File: config.mk
export PLATFORM = sky130hd
export DESIGN_NAME = allen_cahn_stencil_stage_unit_flat
export DESIGN_NICKNAME = d
export VERILOG_FILES = /design/src/hw/rtl/acss_pkg.sv /design/src/hw/rtl/acss_cell_if.sv /design/src/hw/rtl/acss_res_if.sv /design/src/hw/rtl/acss_mul_sat.sv /design/src/hw/rtl/allen_cahn_stencil_stage_unit.sv /design/src/flat_wrapper.sv
export SDC_FILE = /design/constraint.sdc
export NUM_CORES = 2
export LEC_CHECK = 0
export BUFFER_PORTS_ARGS = -buffer_cell sky130_fd_sc_hd__buf_2
export CORE_MARGIN = 2
export CORE_UTILIZATION = 46
export DETAILED_ROUTE_END_ITERATION = 7
export GPL_TIMING_DRIVEN = 1
export SLEW_MARGIN = 30
export SYNTH_ARGS = -nofsm -noshare
export SYNTH_HDL_FRONTEND = slang
export SYNTH_SLANG_ARGS = --single-unit
File: constraint.sdc
create_clock -name i_clk -period 9.3 [get_ports i_clk]
set_input_delay 0.93 -clock i_clk [delete_from_list [all_inputs] [get_ports i_clk]]
set_output_delay 0.93 -clock i_clk [all_outputs]
set_load 0.005 [all_outputs]
File: src/hw/rtl/acss_pkg.sv
// ----------------------------------------------------------------------------
// acss_pkg
// shared constants and types of the allen-cahn stencil stage
// ----------------------------------------------------------------------------
package acss_pkg;

    // register file
    localparam int CFG_ADDR_W = 3;
    localparam int CFG_DATA_W = 32;
    localparam int REG_W      = 16;

    typedef enum logic [0:0] {
        CFG_STEP_SCALE = 1'b0,
        CFG_CUBIC_COEF = 1'b1
    } t_cfg_idx;

    localparam logic [REG_W-1:0] STEP_SCALE_RST = 16'd0;
    localparam logic [REG_W-1:0] CUBIC_COEF_RST = 16'd12943;

    // fixed-point formats of the two registers
    localparam int SCALE_FRAC = 16;
    localparam int COEF_FRAC  = 14;

    // product magnitudes are held at 2^PROD_LIMIT_LOG before their shift
    localparam int PROD_LIMIT_LOG = 62;

endpackage

File: src/hw/rtl/acss_cell_if.sv
// ----------------------------------------------------------------------------
// acss_cell_if
// input channel: one stencil cell with its neighbors and base value
// ----------------------------------------------------------------------------
interface acss_cell_if #(
    parameter int VALUE_WIDTH = 16
);
    logic                          valid;
    logic                          ready;
    logic signed [VALUE_WIDTH-1:0] center_value;
    logic signed [VALUE_WIDTH-1:0] north_value;
    logic signed [VALUE_WIDTH-1:0] south_value;
    logic signed [VALUE_WIDTH-1:0] east_value;
    logic signed [VALUE_WIDTH-1:0] west_value;
    logic signed [VALUE_WIDTH-1:0] base_value;

    modport source (
        output valid, center_value, north_value, south_value, east_value, west_value,
               base_value,
        input  ready
    );

    modport sink (
        input  valid, center_value, north_value, south_value, east_value, west_value,
               base_value,
        output ready
    );
endinterface

File: src/hw/rtl/acss_res_if.sv
// ----------------------------------------------------------------------------
// acss_res_if
// output channel: updated cell value and clip flag
// ----------------------------------------------------------------------------
interface acss_res_if #(
    parameter int VALUE_WIDTH = 16
);
    logic                          valid;
    logic                          ready;
    logic signed [VALUE_WIDTH-1:0] updated_value;
    logic                          saturated;

    modport source (
        output valid, updated_value, saturated,
        input  ready
    );

    modport sink (
        input  valid, updated_value, saturated,
        output ready
    );
endinterface

File: src/hw/rtl/acss_mul_sat.sv
// ----------------------------------------------------------------------------
// acss_mul_sat
// registered signed multiply, magnitude clamp and flooring right shift
// ----------------------------------------------------------------------------
module acss_mul_sat #(
    parameter int A_W   = 16,
    parameter int B_W   = 16,
    parameter int SHIFT = 12,
    parameter int R_W   = 20
) (
    input  logic                  i_clk,
    input  logic                  i_en,
    input  logic signed [A_W-1:0] i_a,
    input  logic signed [B_W-1:0] i_b,
    output logic signed [R_W-1:0] o_q
);
    localparam int P_W   = A_W + B_W;
    localparam int EXT_W = ((P_W > 64) ? P_W : 64) + 1;
    localparam int LIM_L = acss_pkg::PROD_LIMIT_LOG;

    logic signed [P_W-1:0]   prod;
    logic signed [EXT_W-1:0] prod_x;
    logic signed [EXT_W-1:0] lim;
    logic signed [EXT_W-1:0] clamped;
    logic signed [EXT_W-1:0] shifted;
    logic signed [R_W-1:0]   n_q;
    logic signed [R_W-1:0]   r_q;

    assign prod   = i_a * i_b;
    assign prod_x = {{(EXT_W-P_W){prod[P_W-1]}}, prod};
    assign lim    = {{(EXT_W-LIM_L-1){1'b0}}, 1'b1, {LIM_L{1'b0}}};

    always_comb begin
        if (prod_x > lim) begin
            clamped = lim;
        end else if (prod_x < -lim) begin
            clamped = -lim;
        end else begin
            clamped = prod_x;
        end
    end

    // arithmetic shift is a floor
    assign shifted = clamped >>> SHIFT;
    assign n_q     = shifted[R_W-1:0];

    always_ff @(posedge i_clk) begin
        if (i_en) begin
            r_q <= n_q;
        end
    end

    assign o_q = r_q;
endmodule

File: src/hw/rtl/allen_cahn_stencil_stage_unit.sv
// ----------------------------------------------------------------------------
// allen_cahn_stencil_stage_unit: pipelined stencil update from input transfer to registered result
// throughput 1 cell per cycle while the output is not stalled, through 4 multiply stages and the output register
// output stall freezes all stages together; no cell is lost or repeated
// reset (sync, active low) empties the pipeline and loads the register defaults
// ----------------------------------------------------------------------------
module allen_cahn_stencil_stage_unit #(
    parameter int VALUE_WIDTH = 16,
    parameter int FRAC_BITS   = 12
) (
    input  logic                              i_clk,
    input  logic                              i_rst_n,
    acss_cell_if.sink                         i_cell,
    acss_res_if.source                        o_res,
    input  logic                              psel,
    input  logic                              penable,
    input  logic                              pwrite,
    input  logic [acss_pkg::CFG_ADDR_W-1:0]   paddr,
    input  logic [acss_pkg::CFG_DATA_W-1:0]   pwdata,
    output logic [acss_pkg::CFG_DATA_W-1:0]   prdata,
    output logic                              pready
);
    localparam int W   = VALUE_WIDTH;
    localparam int RW  = acss_pkg::REG_W;
    localparam int CFW = acss_pkg::CFG_DATA_W;

    // widths of the intermediate terms, exact up to the product clamp
    localparam int SQ_P = ((2 * W) > 64) ? 64 : (2 * W);
    localparam int SQ_W = ((SQ_P - FRAC_BITS) > 2) ? (SQ_P - FRAC_BITS) : 2;
    localparam int CU_P = ((SQ_W + W) > 64) ? 64 : (SQ_W + W);
    localparam int CU_W = ((CU_P - FRAC_BITS) > 2) ? (CU_P - FRAC_BITS) : 2;
    localparam int PO_W = ((CU_W > W) ? CU_W : W) + 1;
    localparam int DA_P = ((PO_W + RW + 1) > 64) ? 64 : (PO_W + RW + 1);
    localparam int DA_W = ((DA_P - acss_pkg::COEF_FRAC) > 2) ?
                          (DA_P - acss_pkg::COEF_FRAC) : 2;
    localparam int LP_W = W + 3;
    localparam int RT_W = ((LP_W > DA_W) ? LP_W : DA_W) + 1;
    localparam int IN_P = ((RT_W + RW + 1) > 64) ? 64 : (RT_W + RW + 1);
    localparam int IN_W = ((IN_P - acss_pkg::SCALE_FRAC) > 2) ?
                          (IN_P - acss_pkg::SCALE_FRAC) : 2;
    localparam int SU_W = ((W > IN_W) ? W : IN_W) + 1;

    // ------------------------------------------------------------------
    // configuration registers
    // ------------------------------------------------------------------
    logic [RW-1:0]        r_step_scale;
    logic [RW-1:0]        r_cubic_coef;
    logic                 cfg_wr;
    acss_pkg::t_cfg_idx   cfg_idx;

    assign pready  = 1'b1;
    assign cfg_wr  = psel && penable && pwrite;
    // registers sit on 4-byte words, bit 2 picks the register
    assign cfg_idx = acss_pkg::t_cfg_idx'(paddr[2]);

    always_ff @(posedge i_clk) begin
        if (!i_rst_n) begin
            r_step_scale <= acss_pkg::STEP_SCALE_RST;
            r_cubic_coef <= acss_pkg::CUBIC_COEF_RST;
        end else if (cfg_wr) begin
            unique case (cfg_idx)
                acss_pkg::CFG_STEP_SCALE: r_step_scale <= pwdata[RW-1:0];
                acss_pkg::CFG_CUBIC_COEF: r_cubic_coef <= pwdata[RW-1:0];
                default: ;
            endcase
        end
    end

    always_comb begin
        unique case (cfg_idx)
            acss_pkg::CFG_STEP_SCALE: prdata = {{(CFW-RW){1'b0}}, r_step_scale};
            acss_pkg::CFG_CUBIC_COEF: prdata = {{(CFW-RW){1'b0}}, r_cubic_coef};
            default:                  prdata = '0;
        endcase
    end

    // registers are unsigned; give the multipliers a zero sign bit
    logic signed [RW:0] scale_s;
    logic signed [RW:0] coef_s;
    assign scale_s = {1'b0, r_step_scale};
    assign coef_s  = {1'b0, r_cubic_coef};

    // ------------------------------------------------------------------
    // pipeline control: every stage moves together; the last stage is the
    // output register, so a new cell is taken whenever it is empty or drained
    // ------------------------------------------------------------------
    logic adv;
    logic r1_vld, r2_vld, r3_vld, r4_vld, r5_vld;

    assign adv          = !r5_vld || o_res.ready;
    assign i_cell.ready = adv;

    always_ff @(posedge i_clk) begin
        if (!i_rst_n) begin
            r1_vld <= 1'b0;
            r2_vld <= 1'b0;
            r3_vld <= 1'b0;
            r4_vld <= 1'b0;
            r5_vld <= 1'b0;
        end else if (adv) begin
            r1_vld <= i_cell.valid;
            r2_vld <= r1_vld;
            r3_vld <= r2_vld;
            r4_vld <= r3_vld;
            r5_vld <= r4_vld;
        end
    end

    // ------------------------------------------------------------------
    // stage 1: laplacian (adds only) and center squared
    // ------------------------------------------------------------------
    logic signed [LP_W-1:0] n_lap;
    logic signed [LP_W-1:0] r1_lap, r2_lap, r3_lap;
    logic signed [W-1:0]    r1_c, r2_c;
    logic signed [W-1:0]    r1_base, r2_base, r3_base, r4_base;

    always_comb begin
        n_lap = {{3{i_cell.north_value[W-1]}}, i_cell.north_value}
              + {{3{i_cell.south_value[W-1]}}, i_cell.south_value}
              + {{3{i_cell.east_value[W-1]}},  i_cell.east_value}
              + {{3{i_cell.west_value[W-1]}},  i_cell.west_value}
              - {i_cell.center_value[W-1], i_cell.center_value, 2'b00};
    end

    logic signed [SQ_W-1:0] sq;

    acss_mul_sat #(
        .A_W   (W),
        .B_W   (W),
        .SHIFT (FRAC_BITS),
        .R_W   (SQ_W)
    ) u_mul_sq (
        .i_clk (i_clk),
        .i_en  (adv),
        .i_a   (i_cell.center_value),
        .i_b   (i_cell.center_value),
        .o_q   (sq)
    );

    // side data rides along with the products
    always_ff @(posedge i_clk) begin
        if (adv) begin
            r1_lap  <= n_lap;
            r1_c    <= i_cell.center_value;
            r1_base <= i_cell.base_value;
            r2_lap  <= r1_lap;
            r2_c    <= r1_c;
            r2_base <= r1_base;
            r3_lap  <= r2_lap;
            r3_base <= r2_base;
            r4_base <= r3_base;
        end
    end

    // ------------------------------------------------------------------
    // stage 2: cube = floor(square * center)
    // ------------------------------------------------------------------
    logic signed [CU_W-1:0] cube;

    acss_mul_sat #(
        .A_W   (SQ_W),
        .B_W   (W),
        .SHIFT (FRAC_BITS),
        .R_W   (CU_W)
    ) u_mul_cube (
        .i_clk (i_clk),
        .i_en  (adv),
        .i_a   (sq),
        .i_b   (r1_c),
        .o_q   (cube)
    );

    // ------------------------------------------------------------------
    // stage 3: potential = cube - center, damped by the cubic coefficient
    // ------------------------------------------------------------------
    logic signed [PO_W-1:0] pot;
    logic signed [DA_W-1:0] damped;

    assign pot = {{(PO_W-CU_W){cube[CU_W-1]}}, cube}
               - {{(PO_W-W){r2_c[W-1]}}, r2_c};

    acss_mul_sat #(
        .A_W   (PO_W),
        .B_W   (RW + 1),
        .SHIFT (acss_pkg::COEF_FRAC),
        .R_W   (DA_W)
    ) u_mul_damp (
        .i_clk (i_clk),
        .i_en  (adv),
        .i_a   (pot),
        .i_b   (coef_s),
        .o_q   (damped)
    );

    // ------------------------------------------------------------------
    // stage 4: rate = laplacian - damped, scaled by the stage factor
    // ------------------------------------------------------------------
    logic signed [RT_W-1:0] rate;
    logic signed [IN_W-1:0] incr;

    assign rate = {{(RT_W-LP_W){r3_lap[LP_W-1]}}, r3_lap}
                - {{(RT_W-DA_W){damped[DA_W-1]}}, damped};

    acss_mul_sat #(
        .A_W   (RT_W),
        .B_W   (RW + 1),
        .SHIFT (acss_pkg::SCALE_FRAC),
        .R_W   (IN_W)
    ) u_mul_inc (
        .i_clk (i_clk),
        .i_en  (adv),
        .i_a   (rate),
        .i_b   (scale_s),
        .o_q   (incr)
    );

    // ------------------------------------------------------------------
    // stage 5: base + increment, clipped to the value range (output register)
    // ------------------------------------------------------------------
    logic signed [SU_W-1:0] sum;
    logic signed [SU_W-1:0] max_x;
    logic signed [SU_W-1:0] min_x;
    logic signed [W-1:0]    n_val;
    logic                   n_sat;
    logic signed [W-1:0]    r5_val;
    logic                   r5_sat;

    assign sum   = {{(SU_W-W){r4_base[W-1]}}, r4_base}
                 + {{(SU_W-IN_W){incr[IN_W-1]}}, incr};
    assign max_x = {{(SU_W-W+1){1'b0}}, {(W-1){1'b1}}};
    assign min_x = {{(SU_W-W+1){1'b1}}, {(W-1){1'b0}}};

    always_comb begin
        if (sum > max_x) begin
            n_val = max_x[W-1:0];
            n_sat = 1'b1;
        end else if (sum < min_x) begin
            n_val = min_x[W-1:0];
            n_sat = 1'b1;
        end else begin
            n_val = sum[W-1:0];
            n_sat = 1'b0;
        end
    end

    always_ff @(posedge i_clk) begin
        if (adv) begin
            r5_val <= n_val;
            r5_sat <= n_sat;
        end
    end

    assign o_res.valid         = r5_vld;
    assign o_res.updated_value = r5_val;
    assign o_res.saturated     = r5_sat;
endmodule

File: src/flat_wrapper.sv
// flat-port wrapper written by rule: the top's interface ports become plain ports
module allen_cahn_stencil_stage_unit_flat 
#(
    parameter int VALUE_WIDTH = 16,
    parameter int FRAC_BITS   = 12
)
  (i_clk, i_rst_n, psel, penable, pwrite, paddr, pwdata, prdata, pready, i_cell_valid, i_cell_center_value, i_cell_north_value, i_cell_south_value, i_cell_east_value, i_cell_west_value, i_cell_base_value, i_cell_ready, o_res_valid, o_res_updated_value, o_res_saturated, o_res_ready);
  acss_cell_if #(.VALUE_WIDTH(VALUE_WIDTH)) i_cell_i ();
  acss_res_if #(.VALUE_WIDTH(VALUE_WIDTH)) o_res_i ();
  input  logic i_clk;
  input  logic i_rst_n;
  input  logic psel;
  input  logic penable;
  input  logic pwrite;
  input  logic [acss_pkg::CFG_ADDR_W-1:0] paddr;
  input  logic [acss_pkg::CFG_DATA_W-1:0] pwdata;
  output logic [acss_pkg::CFG_DATA_W-1:0] prdata;
  output logic pready;
  input wire logic [$bits(i_cell_i.valid)-1:0] i_cell_valid;
  input wire logic [$bits(i_cell_i.center_value)-1:0] i_cell_center_value;
  input wire logic [$bits(i_cell_i.north_value)-1:0] i_cell_north_value;
  input wire logic [$bits(i_cell_i.south_value)-1:0] i_cell_south_value;
  input wire logic [$bits(i_cell_i.east_value)-1:0] i_cell_east_value;
  input wire logic [$bits(i_cell_i.west_value)-1:0] i_cell_west_value;
  input wire logic [$bits(i_cell_i.base_value)-1:0] i_cell_base_value;
  output wire logic [$bits(i_cell_i.ready)-1:0] i_cell_ready;
  output wire logic [$bits(o_res_i.valid)-1:0] o_res_valid;
  output wire logic [$bits(o_res_i.updated_value)-1:0] o_res_updated_value;
  output wire logic [$bits(o_res_i.saturated)-1:0] o_res_saturated;
  input wire logic [$bits(o_res_i.ready)-1:0] o_res_ready;
  assign i_cell_i.valid = i_cell_valid;
  assign i_cell_i.center_value = i_cell_center_value;
  assign i_cell_i.north_value = i_cell_north_value;
  assign i_cell_i.south_value = i_cell_south_value;
  assign i_cell_i.east_value = i_cell_east_value;
  assign i_cell_i.west_value = i_cell_west_value;
  assign i_cell_i.base_value = i_cell_base_value;
  assign i_cell_ready = i_cell_i.ready;
  assign o_res_valid = o_res_i.valid;
  assign o_res_updated_value = o_res_i.updated_value;
  assign o_res_saturated = o_res_i.saturated;
  assign o_res_i.ready = o_res_ready;
  allen_cahn_stencil_stage_unit #(.VALUE_WIDTH(VALUE_WIDTH), .FRAC_BITS(FRAC_BITS)) u_core (.i_clk(i_clk), .i_rst_n(i_rst_n), .i_cell(i_cell_i), .o_res(o_res_i), .psel(psel), .penable(penable), .pwrite(pwrite), .paddr(paddr), .pwdata(pwdata), .prdata(prdata), .pready(pready));
endmodule
---- Yosys cells after proc, flatten, opt, wreduce, memory -nomap -nowiden ----
Cells that the tools add are included.
word-level totals
  register bits after elaboration ......... 309
  input bits .............................. 138
  output and inout bits ................... 52
  logic and storage cells ................. 57
cells by class
  add/sub/neg operators ................... 7
  $mul .................................... 4
  order comparisons ....................... 10
  muxes and demuxes ....................... 3
  bitwise logic cells ..................... 1
  reduce and logical (&&, ||, !) cells .... 10
operators with widths
  kind                  count
  $gt 32x64->1 const B  1
  $gt 36x64->1 const B  1
  $gt 42x64->1 const B  1
  $gt 46x64->1 const B  1
  $pmux 32 s2           1
  $lt 32x63->1 const B  1
  $lt 36x63->1 const B  1
  $lt 42x63->1 const B  1
  $lt 46x63->1 const B  1
  $mul 29x17->46        1
  $mul 25x17->42        1
  $add 19x19->19        2
  $mul 20x16->36        1
  $mul 16x16->32        1
  $add 16x30->31        1
  $gt 31x16->1 const B  1
  $lt 31x16->1 const B  1
  $sub 19x28->29        1
  $sub 24x16->25        1
  $sub 19x19->19        1
  $add 16x16->17        1
  $mux 16               1
  $reduce_or 2->1       4
  $reduce_and 2->1      2
  other kinds (5)       6

---- Depth between registers and ports, before layout ----
  depth in word-level cells ............... 4
  mapped depth ............................ 38
  mapped depth without buffers ............ 37

---- Modules after synthesis ----
From an unflattened synthesis, not the netlist that was laid out.
unflattened totals
  cell total of the unflattened synthesis .. 7172
  area, all modules ....................... 69186.4 µm²
modules (own cells, without submodules)
  module                            times used  cells each  area an instance (µm²)  sequential area each (µm²)
  acss_mul_sat (u_core.u_mul_inc)   1           1864        17644.4                 900.9
  acss_mul_sat (u_core.u_mul_damp)  1           1681        15696.3                 840.8
  allen_cahn_stencil_stage_unit     1           1293        13601.8                 5845.6
  acss_mul_sat (u_core.u_mul_cube)  1           1303        12250.5                 720.7
  acss_mul_sat (u_core.u_mul_sq)    1           1031        9993.3                  600.6

---- Least setup slack after synthesis ----
Ideal clock, no wire load.
  path type ............................... register to register
  start ................................... register u_core.u_mul_damp.r_q[0] (netlist: u_core.u_mul_damp.o_q[0])
  end ..................................... register u_core.u_mul_inc.r_q[29] (netlist: u_core.u_mul_inc.o_q[29]) (data pin)
  library setup time ...................... 260 ps
  arrival time ............................ 8357 ps
  required time ........................... 9040 ps
  slack ................................... 683 ps
  stages on the path, launching flop included .. 33
  buffers on the path ..................... 1
  period minus slack after synthesis ...... 8617 ps
  cell sequence ........................... edfxtp_1 ha_1 fa_1 nand2b_1 a21boi_0 o21a_1 o21ai_0 a21oi_1 a21o_1 a21oi_1 o21bai_1 a21oi_1 xnor2_1 clkbuf_1 nand2_1 fa_1 fa_1 fa_1 fa_1 inv_1 fa_1 fa_1 ha_1 a2111o_1 a21oi_1 o221ai_1 o22ai_1 o31ai_1 a211oi_2 o21ai_1 a311o_1 a21o_1 xnor2_1
between the ends
  longest elaborated chain between the ends .. 4
  elaborated cells on any way between the ends .. 5
  classes of those cells .................. add/sub: 1; mul: 1; order compare: 2; reduce/logical: 1
RTL lines
  item                                                 RTL line                                source
  start, declared                                      acss_mul_sat.sv:27                      logic signed [R_W-1:0] r_q;
  start signal, assigned                               acss_mul_sat.sv:49                      r_q <= n_q;
  $sub 19x28->29 *                                     allen_cahn_stencil_stage_unit.sv:202    - {{(RT_W-DA_W){damped[DA_W-1]}}, damped};
  $mul 29x17->46 *                                     acss_mul_sat.sv:29                      assign prod = i_a * i_b;
  named net u_core.u_mul_inc.prod[45]                  acss_mul_sat.sv:21                      logic signed [P_W-1:0] prod;
  $gt 46x64->1 / $lt 46x63->1 (equally long branches)  acss_mul_sat.sv:34, acss_mul_sat.sv:36
  $reduce_or 2->1 (no source line)                     n/a
  end signal, assigned                                 acss_mul_sat.sv:49
  end, declared                                        acss_mul_sat.sv:27
The timed path passes the listed nets; every way through them passes the cells marked *.
A chain may end at the register's enable or synchronous reset.

---- Worst setup path after layout ----
  start ................................... register u_core.u_mul_damp.r_q[1] (netlist: u_core.u_mul_damp.o_q[1])
  end ..................................... register u_core.u_mul_inc.r_q[29] (netlist: u_core.u_mul_inc.o_q[29]) (data pin)
The elaborated chain is that of the path after synthesis.

==> impl_metrics.csv <==
group,metric,value,unit
synth,synth_seq_area_share,13.50,%
synth,synthCells,6859,
sta,setup_tns,0,ns
floorplanning,io_pins,190,
floorplanning,die_area,146500,um^2
sta,relSlewSlack,31.48,%
drt,dr_total_vias,45240,
final_layout,post-route-cell-area,70990,um^2
global_routing,track_usage,22.41,%
cts,clockBufferDepth,3,
critical_path,cp_slowest_cell,"fa_1",
cts,clock_latency,0.60,ns
critical_path,cp_max_fo,15,
global_routing,grt_overflow_total,0,
synth,synth_top_flop_cell,"edfxtp_1",
sta,fin_crit,8.909,ns
sta,finClkSkew,0.02982,ns
critical_path,worst_path_most_repeated_cell,"fa_1",
sta,post-route-period-util,95.80,%
synth,async_flop_share,0,%
place,dp_hpwl,127.9,mm
critical_path,critPathTopFamily,"adder cells",
final_layout,antenna_cells,0,
critical_path,r2r_setup_slack,0.39,ns
final_layout,final_util,49.66,%
critical_path,path_class,"register to register",
critical_path,endpoint,"u_core.u_mul_inc.o_q[29]$_DFFE_PP_",
critical_path,r2r_end,"u_core.u_mul_inc.o_q[29]$_DFFE_PP_",
cts,numCtsBuffers,39,
global_routing,grt_antenna_before_repair,6,
run,max-cap-violations,0,
floorplanning,row_count,139,
critical_path,r2r-start,"u_core.u_mul_damp.o_q[1]$_DFFE_PP_",
cts,clk_pin_slew,0.06,ns
sta,max_freq,112.2,MHz
floorplanning,floorplan.initialDensity,46.17,%
critical_path,endpoint_kind,"register",
global_routing,grt_pass1_wl,260.6,mm
place,post_dp_cell_area,69510,um^2
place,io_buffers,154,
cts,ctsHoldBuffers,0,
sta,finalMaxSlewViolations,0,
synth,yosys_warnings,0,
floorplanning,fp.dieW,382.8,um
critical_path,max_stage_delay,0.55,ns
sta,worst_pin_slew,1.028,ns
critical_path,crit_start,"u_core.u_mul_damp.o_q[1]$_DFFE_PP_",
cts,root_buffer,"clkbuf_16",
place,dp.cells,8829,
critical_path,cp-start-kind,"register",
final_layout,layout_common_cells,"inv_1 (1757), fa_1 (1426), nand2_1 (845), ha_1 (501), and2_1 (476)",
synth,ys_types,75,
drt,viasPerCell,5.080,
final_layout,final_nets,9038,
drt,totalWireLength,156.7,mm
global_routing,grt_pass1_vias,49310,
cts,tritoncts,"built",
drt,dr.pass1.iters,6,
critical_path,worstPathArrival,9.25,ns
sta,final-setup-viol-count,0,
drt,drcViolationCount,0,
critical_path,crit_required,9.64,ns
critical_path,critPathBufInv,7,
floorplanning,core_area,143000,um^2
drt,routedWlPerCell,17.59,um
final_layout,drive_above_1_share,6.841,%
final_layout,instances_no_fill,8905,
cts,cts.sinks,309,
global_routing,grt_max_degree,81,
drt,detail-route-antenna-nets,0,
final_layout,final_common_cell,"inv_1",
critical_path,crit_cells,37,
final_layout,synthToLayoutAreaGrowth,7.548,%
synth,postSynthAreaPerCell,9.624,um^2
drt,drtIter0Drc,2499,
worst_hold_path,min_path_type,"register to register",
sta,hold_violations,0,
critical_path,reg2regPathDepth,37,
place,gp_congestion,0.8736,
floorplanning,dieHeight,382.8,um
synth,synth-edff-count,272,
cts,cts_max_level,2,
run_status,status,"finished clean",
synth,yosys_register_bits,309,
synth,netlist_area,66010,um^2
## synth_stat cells (all sizes together), types with 21 or more instances
| library cell | instances | share of area (%) |
|---|---|---|
| mux2 | 28 | 0.48 |
| dfxtp | 37 | 1.1 |
| and3 | 34 | 0.32 |
| xor2 | 65 | 0.86 |
| a21o | 60 | 0.68 |
| o211ai | 21 | 0.25 |
| a211oi | 25 | 0.29 |
| clkbuf | 239 | 1.4 |
| o21ai | 113 | 0.91 |
| a21oi | 130 | 0.99 |
| o21a | 42 | 0.48 |
| and2 | 476 | 4.5 |
| buf | 29 | 0.29 |
| edfxtp | 272 | 12 |
| nor2b | 77 | 0.73 |
| a21boi | 33 | 0.38 |
| nand2 | 846 | 4.8 |
| nor3 | 49 | 0.37 |
| xnor2 | 143 | 1.9 |
| ha | 501 | 9.5 |
| inv | 1758 | 10 |
| nand3 | 60 | 0.45 |
| fa | 1427 | 43 |
| nand2b | 80 | 0.76 |
| nor2 | 146 | 0.83 |
## registers in the layout, indices dropped and copies added, names as in the netlist, 16 cells and up
name                        cells
u_core.u_mul_inc.o_q           30
u_core.r3_lap                  19
u_core.r1_lap                  19
u_core.o_res.updated_value     16
u_core.r4_base                 16
u_core.u_mul_damp.o_q          28
u_core.r_step_scale            16
u_core.r1_base                 16
u_core.u_mul_sq.o_q            20
u_core.r1_c                    16
u_core.r2_c                    16
u_core.u_mul_cube.o_q          24
u_core.r3_base                 16
u_core.r_cubic_coef            16
u_core.r2_base                 16
u_core.r2_lap                  19
## metrics by stage
step	setup slack [ns]	hold WS (ns)
floorplan	0.6826	0.4003
global placement	-0.009127	0.4003
detailed placement	-0.06580	0.4045
CTS	0.03155	0.4123
global route	-0.05817	0.4178
finish	0.3905	0.4068
## kinds of logic after synthesis
| family | share of synthesized area (%) |
|---|---|
| buffers and inverters | 11.66 |
| adder cells (fa/ha/maj) | 52.77 |
| AND/OR/NAND/NOR | 13.37 |
| AO/OA/AOI/OAI | 5.294 |
| flip-flops | 13.50 |
| XOR/XNOR | 2.760 |
| multiplexers | 0.6445 |
| other | 0.01138 |
## what timing repair did
| item | in CTS | in global routing |
|---|---|---|
| pin swaps | 0 | 10 |
| hold endpoints to repair | 0 | 0 |
| endpoints found under the setup margin | 7 | 34 |
| buffers inserted | 0 | 5 |
| resized for setup | 5 | 37 |
## worst min path at each step
stage                                      from                           to  slack (ns)  cells past startpoint
global route        u_core.r2_lap[15]$_DFFE_PP_  u_core.r3_lap[15]$_DFFE_PP_        0.42                      0
detailed placement   u_core.r1_lap[0]$_DFFE_PP_   u_core.r2_lap[0]$_DFFE_PP_        0.40                      0
CTS                 u_core.r2_lap[15]$_DFFE_PP_  u_core.r3_lap[15]$_DFFE_PP_        0.41                      0
global placement     u_core.r1_lap[6]$_DFFE_PP_   u_core.r2_lap[6]$_DFFE_PP_        0.40                      0
floorplan           u_core.r1_base[0]$_DFFE_PP_  u_core.r2_base[0]$_DFFE_PP_        0.40                      0
finish              u_core.r2_lap[15]$_DFFE_PP_  u_core.r3_lap[15]$_DFFE_PP_        0.41                      0
## routing by layer
| layer | part of all wire [%] | vias up | track usage, % |
|---|---|---|---|
| met3 | 6.1 | 229 | 3.202 |
| met5 | 0.020 | - | 0 |
| li1 | - | 20620 | - |
| met2 | 49 | 1138 | 38.10 |
| met1 | 43 | 23250 | 30.28 |
| met4 | 2.4 | 4 | 5.359 |
## cell type report
cell class | instances | area [um^2]
Inverter | 1759 | 6610
Clock inverter | 20 | 215.2
Timing Repair Buffer | 325 | 2158
Clock buffer | 51 | 1056
Sequential cell | 309 | 8909
Tap cell | 1903 | 2381
Fill cell | 13490 | 71970
Multi-Input combinational cell | 4538 | 49660
Power is left out: the tool's default activity adds up to more than one toggle a clock period on the data nets, which glitch-free logic cannot reach.
